$ cat config.mk
export PLATFORM = sky130hd
export DESIGN_NAME = sha256_hash_core_unit_flat
export DESIGN_NICKNAME = d
export VERILOG_FILES = /design/src/hw/rtl/sha_pkg.sv /design/src/hw/rtl/sha_if.sv /design/src/hw/rtl/sha_sched.sv /design/src/hw/rtl/sha_round.sv /design/src/hw/rtl/sha256_hash_core_unit.sv /design/src/flat_wrapper.sv
export SDC_FILE = /design/constraint.sdc
export NUM_CORES = 2
export LEC_CHECK = 0
export BUFFER_PORTS_ARGS = -buffer_cell sky130_fd_sc_hd__clkbuf_2
export CAP_MARGIN = 30
export CELL_PAD_IN_SITES_DETAIL_PLACEMENT = 1
export CELL_PAD_IN_SITES_GLOBAL_PLACEMENT = 1
export CORE_ASPECT_RATIO = 1.1
export CORE_MARGIN = 4
export CORE_UTILIZATION = 40
export CTS_CLUSTER_SIZE = 8
export DETAILED_ROUTE_END_ITERATION = 6
export PLACE_DENSITY = 0.72
export SYNTH_ARGS = -nofsm -noshare
export SYNTH_HDL_FRONTEND = slang
export SYNTH_SLANG_ARGS = --single-unit
$ cat constraint.sdc
create_clock -name clk -period 13.9 [get_ports clk]
set_input_delay 4.17 -clock clk [delete_from_list [all_inputs] [get_ports clk]]
set_output_delay 4.17 -clock clk [all_outputs]
set_load 0.01 [all_outputs]
$ cat src/hw/rtl/sha_pkg.sv
// SHA-256 core package: round constants, initial hash, round functions and command types.
`default_nettype none

package sha_pkg;

  localparam logic [31:0] ROUND_K [64] = '{
    32'h428a2f98, 32'h71374491, 32'hb5c0fbcf, 32'he9b5dba5,
    32'h3956c25b, 32'h59f111f1, 32'h923f82a4, 32'hab1c5ed5,
    32'hd807aa98, 32'h12835b01, 32'h243185be, 32'h550c7dc3,
    32'h72be5d74, 32'h80deb1fe, 32'h9bdc06a7, 32'hc19bf174,
    32'he49b69c1, 32'hefbe4786, 32'h0fc19dc6, 32'h240ca1cc,
    32'h2de92c6f, 32'h4a7484aa, 32'h5cb0a9dc, 32'h76f988da,
    32'h983e5152, 32'ha831c66d, 32'hb00327c8, 32'hbf597fc7,
    32'hc6e00bf3, 32'hd5a79147, 32'h06ca6351, 32'h14292967,
    32'h27b70a85, 32'h2e1b2138, 32'h4d2c6dfc, 32'h53380d13,
    32'h650a7354, 32'h766a0abb, 32'h81c2c92e, 32'h92722c85,
    32'ha2bfe8a1, 32'ha81a664b, 32'hc24b8b70, 32'hc76c51a3,
    32'hd192e819, 32'hd6990624, 32'hf40e3585, 32'h106aa070,
    32'h19a4c116, 32'h1e376c08, 32'h2748774c, 32'h34b0bcb5,
    32'h391c0cb3, 32'h4ed8aa4a, 32'h5b9cca4f, 32'h682e6ff3,
    32'h748f82ee, 32'h78a5636f, 32'h84c87814, 32'h8cc70208,
    32'h90befffa, 32'ha4506ceb, 32'hbef9a3f7, 32'hc67178f2
  };

  localparam logic [31:0] HASH_INIT [8] = '{
    32'h6a09e667, 32'hbb67ae85, 32'h3c6ef372, 32'ha54ff53a,
    32'h510e527f, 32'h9b05688c, 32'h1f83d9ab, 32'h5be0cd19
  };

  localparam logic [7:0] PAD_BYTE   = 8'h80;
  localparam logic [5:0] FILL_LAST  = 6'd63;
  localparam logic [5:0] PAD_STOP   = 6'd55;  // byte before the length field
  localparam logic [5:0] ROUND_LAST = 6'd63;
  localparam logic [2:0] WORD_LAST  = 3'd7;
  localparam logic [2:0] BYTES_MAX  = 3'd4;

  typedef logic [7:0][31:0] hash_t;

  typedef struct packed {
    logic       wr_byte;
    logic [5:0] pos;
    logic [7:0] value;
    logic       wr_len;
    logic       shift;
  } sched_cmd_t;

  typedef struct packed {
    logic       load;
    logic       step;
    logic       fold;
    logic       init;
    logic [5:0] rnd;
  } round_cmd_t;

  function automatic logic [31:0] bsig0(input logic [31:0] x);
    bsig0 = {x[1:0], x[31:2]} ^ {x[12:0], x[31:13]} ^ {x[21:0], x[31:22]};
  endfunction

  function automatic logic [31:0] bsig1(input logic [31:0] x);
    bsig1 = {x[5:0], x[31:6]} ^ {x[10:0], x[31:11]} ^ {x[24:0], x[31:25]};
  endfunction

  function automatic logic [31:0] ssig0(input logic [31:0] x);
    ssig0 = {x[6:0], x[31:7]} ^ {x[17:0], x[31:18]} ^ {3'b000, x[31:3]};
  endfunction

  function automatic logic [31:0] ssig1(input logic [31:0] x);
    ssig1 = {x[16:0], x[31:17]} ^ {x[18:0], x[31:19]} ^ {10'b0, x[31:10]};
  endfunction

endpackage

`default_nettype wire

$ cat src/hw/rtl/sha_if.sv
// Valid/ready channels of the SHA-256 core: message words in, digest words out.
`default_nettype none

interface sha_in_if;
  logic        valid;
  logic        ready;
  logic [31:0] data_word;
  logic [2:0]  byte_count;
  logic        end_of_message;

  modport source(output valid, data_word, byte_count, end_of_message, input ready);
  modport sink(input valid, data_word, byte_count, end_of_message, output ready);
endinterface

interface sha_out_if;
  logic        valid;
  logic        ready;
  logic [31:0] digest_word;
  logic [2:0]  word_index;
  logic        last_word;

  modport source(output valid, digest_word, word_index, last_word, input ready);
  modport sink(input valid, digest_word, word_index, last_word, output ready);
endinterface

`default_nettype wire

$ cat src/hw/rtl/sha_sched.sv
// Block buffer that doubles as the 16-word message schedule window.
`default_nettype none

module sha_sched
  import sha_pkg::*;
(
  input  wire logic        clk,
  input  wire sched_cmd_t  cmd,
  input  wire logic [63:0] len_bits,
  output      logic [31:0] w_cur
);

  logic [31:0] win [16];
  logic [31:0] w_new;
  logic [3:0]  widx;
  logic [1:0]  lane;

  assign widx  = cmd.pos[5:2];
  assign lane  = cmd.pos[1:0];
  assign w_cur = win[0];
  assign w_new = ssig1(win[14]) + win[9] + ssig0(win[1]) + win[0];

  always_ff @(posedge clk) begin
    if (cmd.shift) begin
      for (int i = 0; i < 15; i++) begin
        win[i] <= win[i+1];
      end
      win[15] <= w_new;
    end else if (cmd.wr_len) begin
      win[14] <= len_bits[63:32];
      win[15] <= len_bits[31:0];
    end else if (cmd.wr_byte) begin
      case (lane)
        2'd0:    win[widx] <= {cmd.value, 24'h0};
        2'd1:    win[widx][23:16] <= cmd.value;
        2'd2:    win[widx][15:8] <= cmd.value;
        default: win[widx][7:0] <= cmd.value;
      endcase
    end
  end

endmodule

`default_nettype wire

$ cat src/hw/rtl/sha_round.sv
// Working variables, chaining hash and the shared one-round compression unit.
`default_nettype none

module sha_round
  import sha_pkg::*;
(
  input  wire logic        clk,
  input  wire logic        rst,
  input  wire round_cmd_t  cmd,
  input  wire logic [31:0] w_cur,
  output      hash_t       hash
);

  hash_t       v;
  logic [31:0] t1;
  logic [31:0] t2;
  logic [31:0] ch;
  logic [31:0] maj;

  assign ch  = (v[4] & v[5]) ^ (~v[4] & v[6]);
  assign maj = (v[0] & v[1]) ^ (v[0] & v[2]) ^ (v[1] & v[2]);
  assign t1  = v[7] + bsig1(v[4]) + ch + ROUND_K[cmd.rnd] + w_cur;
  assign t2  = bsig0(v[0]) + maj;

  always_ff @(posedge clk) begin
    if (cmd.load) begin
      v <= hash;
    end else if (cmd.step) begin
      v[7] <= v[6];
      v[6] <= v[5];
      v[5] <= v[4];
      v[4] <= v[3] + t1;
      v[3] <= v[2];
      v[2] <= v[1];
      v[1] <= v[0];
      v[0] <= t1 + t2;
    end
  end

  always_ff @(posedge clk) begin
    if (rst || cmd.init) begin
      for (int i = 0; i < 8; i++) begin
        hash[i] <= HASH_INIT[i];
      end
    end else if (cmd.fold) begin
      for (int i = 0; i < 8; i++) begin
        hash[i] <= hash[i] + v[i];
      end
    end
  end

endmodule

`default_nettype wire

$ cat src/hw/rtl/sha256_hash_core_unit.sv
// Streaming SHA-256 core top level: byte packer, padding and round sequencer.
//
//   channel  dir  beat
//   msg      in   data_word[31:0], byte_count[2:0], end_of_message
//   dig      out  digest_word[31:0], word_index[2:0], last_word
//
// Message bytes go into the block buffer one byte per cycle, held while a full block is compressed.
// Each full 64-byte block runs 64 rounds of the shared round unit and then a fold.
// End of message writes the pad bytes and the length, compresses each padded block, then
// sends eight digest beats. msg.ready drops on accept and returns once the word is packed,
// or for a final word once the last digest beat is taken.
// Synchronous reset loads the initial hash and clears the fill and length counts.
`default_nettype none

module sha256_hash_core_unit
  import sha_pkg::*;
(
  input wire logic clk,
  input wire logic rst,
  sha_in_if.sink   msg,
  sha_out_if.source dig
);

  typedef enum logic [2:0] {
    IDLE, BYTES, PAD, LEN, COMP, FOLD, OUT
  } state_t;

  state_t      state;
  state_t      ret;
  logic [31:0] data;
  logic [2:0]  cnt;
  logic        last;
  logic [2:0]  bidx;
  logic [5:0]  fill;
  logic [60:0] msg_len;
  logic [5:0]  rnd;
  logic        pad_first;
  logic [2:0]  out_idx;

  sched_cmd_t  scmd;
  round_cmd_t  rcmd;
  logic [31:0] w_cur;
  hash_t       hash;
  logic [7:0]  sel_byte;
  logic [2:0]  cnt_in;
  logic        byte_wr;

  assign cnt_in  = (msg.byte_count > BYTES_MAX) ? BYTES_MAX : msg.byte_count;
  assign byte_wr = (state == BYTES && bidx != cnt) || state == PAD;

  always_comb begin
    case (bidx[1:0])
      2'd0:    sel_byte = data[31:24];
      2'd1:    sel_byte = data[23:16];
      2'd2:    sel_byte = data[15:8];
      default: sel_byte = data[7:0];
    endcase
  end

  always_comb begin
    scmd.wr_byte = byte_wr;
    scmd.pos     = fill;
    scmd.value   = (state == PAD) ? (pad_first ? PAD_BYTE : 8'h00) : sel_byte;
    scmd.wr_len  = (state == LEN);
    scmd.shift   = (state == COMP);
    rcmd.load    = (byte_wr && fill == FILL_LAST) || state == LEN;
    rcmd.step    = (state == COMP);
    rcmd.fold    = (state == FOLD);
    rcmd.init    = (state == OUT) && dig.ready && out_idx == WORD_LAST;
    rcmd.rnd     = rnd;
  end

  sha_sched u_sched (
    .clk      (clk),
    .cmd      (scmd),
    .len_bits ({msg_len, 3'b000}),
    .w_cur    (w_cur)
  );

  sha_round u_round (
    .clk   (clk),
    .rst   (rst),
    .cmd   (rcmd),
    .w_cur (w_cur),
    .hash  (hash)
  );

  assign msg.ready       = (state == IDLE);
  assign dig.valid       = (state == OUT);
  assign dig.digest_word = hash[out_idx];
  assign dig.word_index  = out_idx;
  assign dig.last_word   = (out_idx == WORD_LAST);

  always_ff @(posedge clk) begin
    if (rst) begin
      state     <= IDLE;
      ret       <= IDLE;
      bidx      <= 3'd0;
      fill      <= 6'd0;
      msg_len   <= 61'd0;
      rnd       <= 6'd0;
      pad_first <= 1'b0;
      out_idx   <= 3'd0;
    end else begin
      unique case (state)
        IDLE: begin
          if (msg.valid) begin
            data    <= msg.data_word;
            cnt     <= cnt_in;
            last    <= msg.end_of_message;
            bidx    <= 3'd0;
            msg_len <= msg_len + {58'd0, cnt_in};
            state   <= BYTES;
          end
        end
        BYTES: begin
          if (bidx == cnt) begin
            if (last) begin
              pad_first <= 1'b1;
              state     <= PAD;
            end else begin
              state <= IDLE;
            end
          end else begin
            bidx <= bidx + 3'd1;
            fill <= fill + 6'd1;
            if (fill == FILL_LAST) begin
              rnd   <= 6'd0;
              ret   <= BYTES;
              state <= COMP;
            end
          end
        end
        PAD: begin
          pad_first <= 1'b0;
          fill      <= fill + 6'd1;
          if (fill == FILL_LAST) begin
            rnd   <= 6'd0;
            ret   <= PAD;
            state <= COMP;
          end else if (fill == PAD_STOP) begin
            state <= LEN;
          end
        end
        LEN: begin
          rnd     <= 6'd0;
          ret     <= OUT;
          out_idx <= 3'd0;
          state   <= COMP;
        end
        COMP: begin
          rnd <= rnd + 6'd1;
          if (rnd == ROUND_LAST) begin
            state <= FOLD;
          end
        end
        FOLD: begin
          state <= ret;
        end
        OUT: begin
          if (dig.ready) begin
            out_idx <= out_idx + 3'd1;
            if (out_idx == WORD_LAST) begin
              fill    <= 6'd0;
              msg_len <= 61'd0;
              state   <= IDLE;
            end
          end
        end
        default: state <= IDLE;
      endcase
    end
  end

endmodule

`default_nettype wire
$ cat src/flat_wrapper.sv
// flat-port wrapper written by rule: the top's interface ports become plain ports
module sha256_hash_core_unit_flat import sha_pkg::*;
  (clk, rst, msg_valid, msg_data_word, msg_byte_count, msg_end_of_message, msg_ready, dig_valid, dig_digest_word, dig_word_index, dig_last_word, dig_ready);
  sha_in_if msg_i ();
  sha_out_if dig_i ();
  input wire logic clk;
  input wire logic rst;
  input wire logic [$bits(msg_i.valid)-1:0] msg_valid;
  input wire logic [$bits(msg_i.data_word)-1:0] msg_data_word;
  input wire logic [$bits(msg_i.byte_count)-1:0] msg_byte_count;
  input wire logic [$bits(msg_i.end_of_message)-1:0] msg_end_of_message;
  output wire logic [$bits(msg_i.ready)-1:0] msg_ready;
  output wire logic [$bits(dig_i.valid)-1:0] dig_valid;
  output wire logic [$bits(dig_i.digest_word)-1:0] dig_digest_word;
  output wire logic [$bits(dig_i.word_index)-1:0] dig_word_index;
  output wire logic [$bits(dig_i.last_word)-1:0] dig_last_word;
  input wire logic [$bits(dig_i.ready)-1:0] dig_ready;
  assign msg_i.valid = msg_valid;
  assign msg_i.data_word = msg_data_word;
  assign msg_i.byte_count = msg_byte_count;
  assign msg_i.end_of_message = msg_end_of_message;
  assign msg_ready = msg_i.ready;
  assign dig_valid = dig_i.valid;
  assign dig_digest_word = dig_i.digest_word;
  assign dig_word_index = dig_i.word_index;
  assign dig_last_word = dig_i.last_word;
  assign dig_i.ready = dig_ready;
  sha256_hash_core_unit u_core (.clk(clk), .rst(rst), .msg(msg_i), .dig(dig_i));
endmodule
==> results.json <==
{
  "status": "finished, final reports clean",
  "critPathArrivalTime_ns": 11.44,
  "ant_nets": 0,
  "hold_buffers": 0,
  "synthMuxAreaShare_pct": 3.544,
  "final_area_um2": 83870,
  "hp-class": "register to register",
  "gr-usage-all-layers_pct": 28.87,
  "synthTopCellsByArea": "edfxtp_1 (32%), dfxtp_1 (9.0%), nand2_1 (8.7%), ha_1 (6.7%), o21ai_0 (5.7%)",
  "avgSynthCellArea_um2": 9.182,
  "post-place-ws_ns": 3.290,
  "synth_top_family_by_area": "compound AO/OA/AOI/OAI gates",
  "crit_fanout": 25,
  "slew_viol_final": 0,
  "synth_xor_area_share_pct": 7.030,
  "crit_required_ns": 14.55,
  "syn2layout_area_growth_pct": 10.61,
  "yosysWarnings": 0,
  "placementRows": 167,
  "synth_edf_count": 804,
  "nFillCells": 21606,
  "synth_area_um2": 75820,
  "grt_pass1_wl_um": 429200,
  "critPathKind": "register to register",
  "post_cts_resized": 0,
  "antenna_found_initial": 9,
  "synth_cells": 8258,
  "dp_hpwl_um": 218600,
  "routedWlPerCell_um": 26.83,
  "clk_pin_slew_worst_paths_ns": 0.06,
  "setup_viol": 0,
  "drive_above_1_share_pct": 6.777,
  "drc_errors": 0,
  "place_congestion": 0.9681,
  "fin_ws_ns": 3.113,
  "final_hold_viol_count": 0,
  "vias": 63702,
  "die_w_um": 423.1,
  "die_y_um": 464.6,
  "maxCapViolCount": 0,
  "grt_setup_unrepaired": "no",
  "viasPerCell": 5.879,
  "die_area_um2": 196600,
  "crit_top_cell": "o21ai_0",
  "synthAdderAreaFrac_pct": 11.96,
  "clock-sinks": 1146,
  "yosys_most_used_dff": "edfxtp_1",
  "io-pin-count": 78,
  "wl_um": 290700,
  "route.met3.wl_um": 13000,
  "cts-root-buf": "clkbuf_16",
  "cts.path.max_buffers": 3,
  "cts_made_buffers": 164,
  "place_area_um2": 78810,
  "cp-start-kind": "register",
  "yosysSeqAreaShare_pct": 40.87,
  "tightest_slew_ns": 1.091,
  "overflow": 0,
  "final_cell_mix": "nand2_1 (1747), o21ai_0 (860), edfxtp_1 (804), a21oi_1 (556), ha_1 (408)",
  "synth_compound_area_share_pct": 17.42,
  "synth_cell_types": 94,
  "top_layer": "met5",
  "max_stage_delay_ns": 0.61,
  "wl_met1_um": 114400,
  "synthSimpleGateAreaFrac_pct": 15.06,
  "finalSetupTns_ns": 0,
  "cts_setup_buffers": 0,
  "syn-num-nets": 8902,
  "period_minus_slack_ns": 10.79,
  "port-buffer-count": 77,
  "netlist.area_leader.share_pct": 31.84,
  "cts_htree_levels": 4,
  "initial_core_util_pct": 40.23,
  "min_period_over_period_pct": 77.60,
  "clock_skew_ns": 0.06699,
  "fmax_mhz": 92.70,
  "synth_top_area_cell": "edfxtp_1",
  "cts_tree": "done",
  "grt_pass1_vias": 66291,
  "met2_length_um": 144900,
  "max_slew_margin_pct": 27.26,
  "layout_commonest_cell": "nand2_1",
  "grt_max_degree": 154,
  "drt_iter0_drc": 4858,
  "critPathSlowestCell": "ha_1",
  "ys_ff_latch": 1146,
  "endpoint_kind": "register",
  "drt-pass1-iter-count": 5,
  "core_area_um2": 188500,
  "nNetsFinal": 8819,
  "async_flop_share_pct": 0,
  "insertion_delay_ns": 0.87
}
-- registers in the layout (all words and copies together) (netlist names), 6 cells and up --
name	flops
u_core.rnd	6
u_core.u_sched.win	512
u_core.msg_len	61
u_core.fill	6
u_core.u_round.hash	256
u_core.u_round.v	256
u_core.data	32
-- metrics by stage --
| stage | utilization [%] | instances | hold slack (ns) |
|---|---|---|---|
| final | 44.50 | 10835 | 0.4765 |
| after global routing | 44.50 | 10833 | 0.5096 |
| after CTS | 44.45 | 10825 | 0.4786 |
| after detailed placement | 41.82 | 10541 | 0.4709 |
| after global placement | 41.68 | 10524 | 0.4663 |
| after floorplan | - | 8258 | 0.4357 |
-- critical path: cells and delay by family (launching register included) --
family	cells	cell delay, ns
xor+xnor	3	0.66
compound gates	18	4.82
simple gates	3	0.80
buf+inv	6	0.83
fa+ha+maj	7	3.17
flops	1	0.30
-- cells by family after synthesis --
| logic type | count (synthesis) |
|---|---|
| compound gates | 2210 |
| xor+xnor | 607 |
| fa+ha+maj | 608 |
| buf+inv | 826 |
| flops | 1146 |
| mux | 175 |
| simple gates | 2686 |
-- synth_stat cells (85+ instances only) --
library cell  instances
a21o_1              199
edfxtp_1            804
inv_1               383
o211ai_1             88
ha_1                408
xor2_1              239
nand3_1             113
nand2_1            1748
fa_1                196
xnor2_1             367
nor3_1               85
clkbuf_1            400
nor2_1              357
dfxtp_1             342
a21oi_1             557
o21ai_0             860
-- worst paths after layout --
kind / startpoint / to / slack [ns] / depth (start not counted)
min reg2reg: u_core.pad_first / u_core.pad_first / 0.48 / 2
max: u_core.rnd[1] / u_core.u_round.v[31] / 3.11 / 37
min: u_core.pad_first / u_core.pad_first / 0.48 / 2
max reg2reg: u_core.rnd[1] / u_core.u_round.v[31] / 3.11 / 37
-- layout make-up --
cell class	count	area (um^2)	share of cell area, %
clock inverters	20	439.2	0.5236
flip-flops and latches	1146	31010	36.97
multi-input cells	6286	41820	49.86
well taps	2535	3172	3.782
diodes	7	17.52	0.02089
clock buffers	264	4529	5.400
inverters	388	1464	1.745
repair buffers	189	1421	1.695
-- metal layers --
metal	GRT usage (%)	vias to the layer above
met4	15.94	4
met3	3.420	626
met1	34.23	32370
met2	50.80	1764
met5	0	-
li1	-	28938
Power is left out: the tool's default activity adds up to more than one toggle a clock period on the data nets, which glitch-free logic cannot reach.
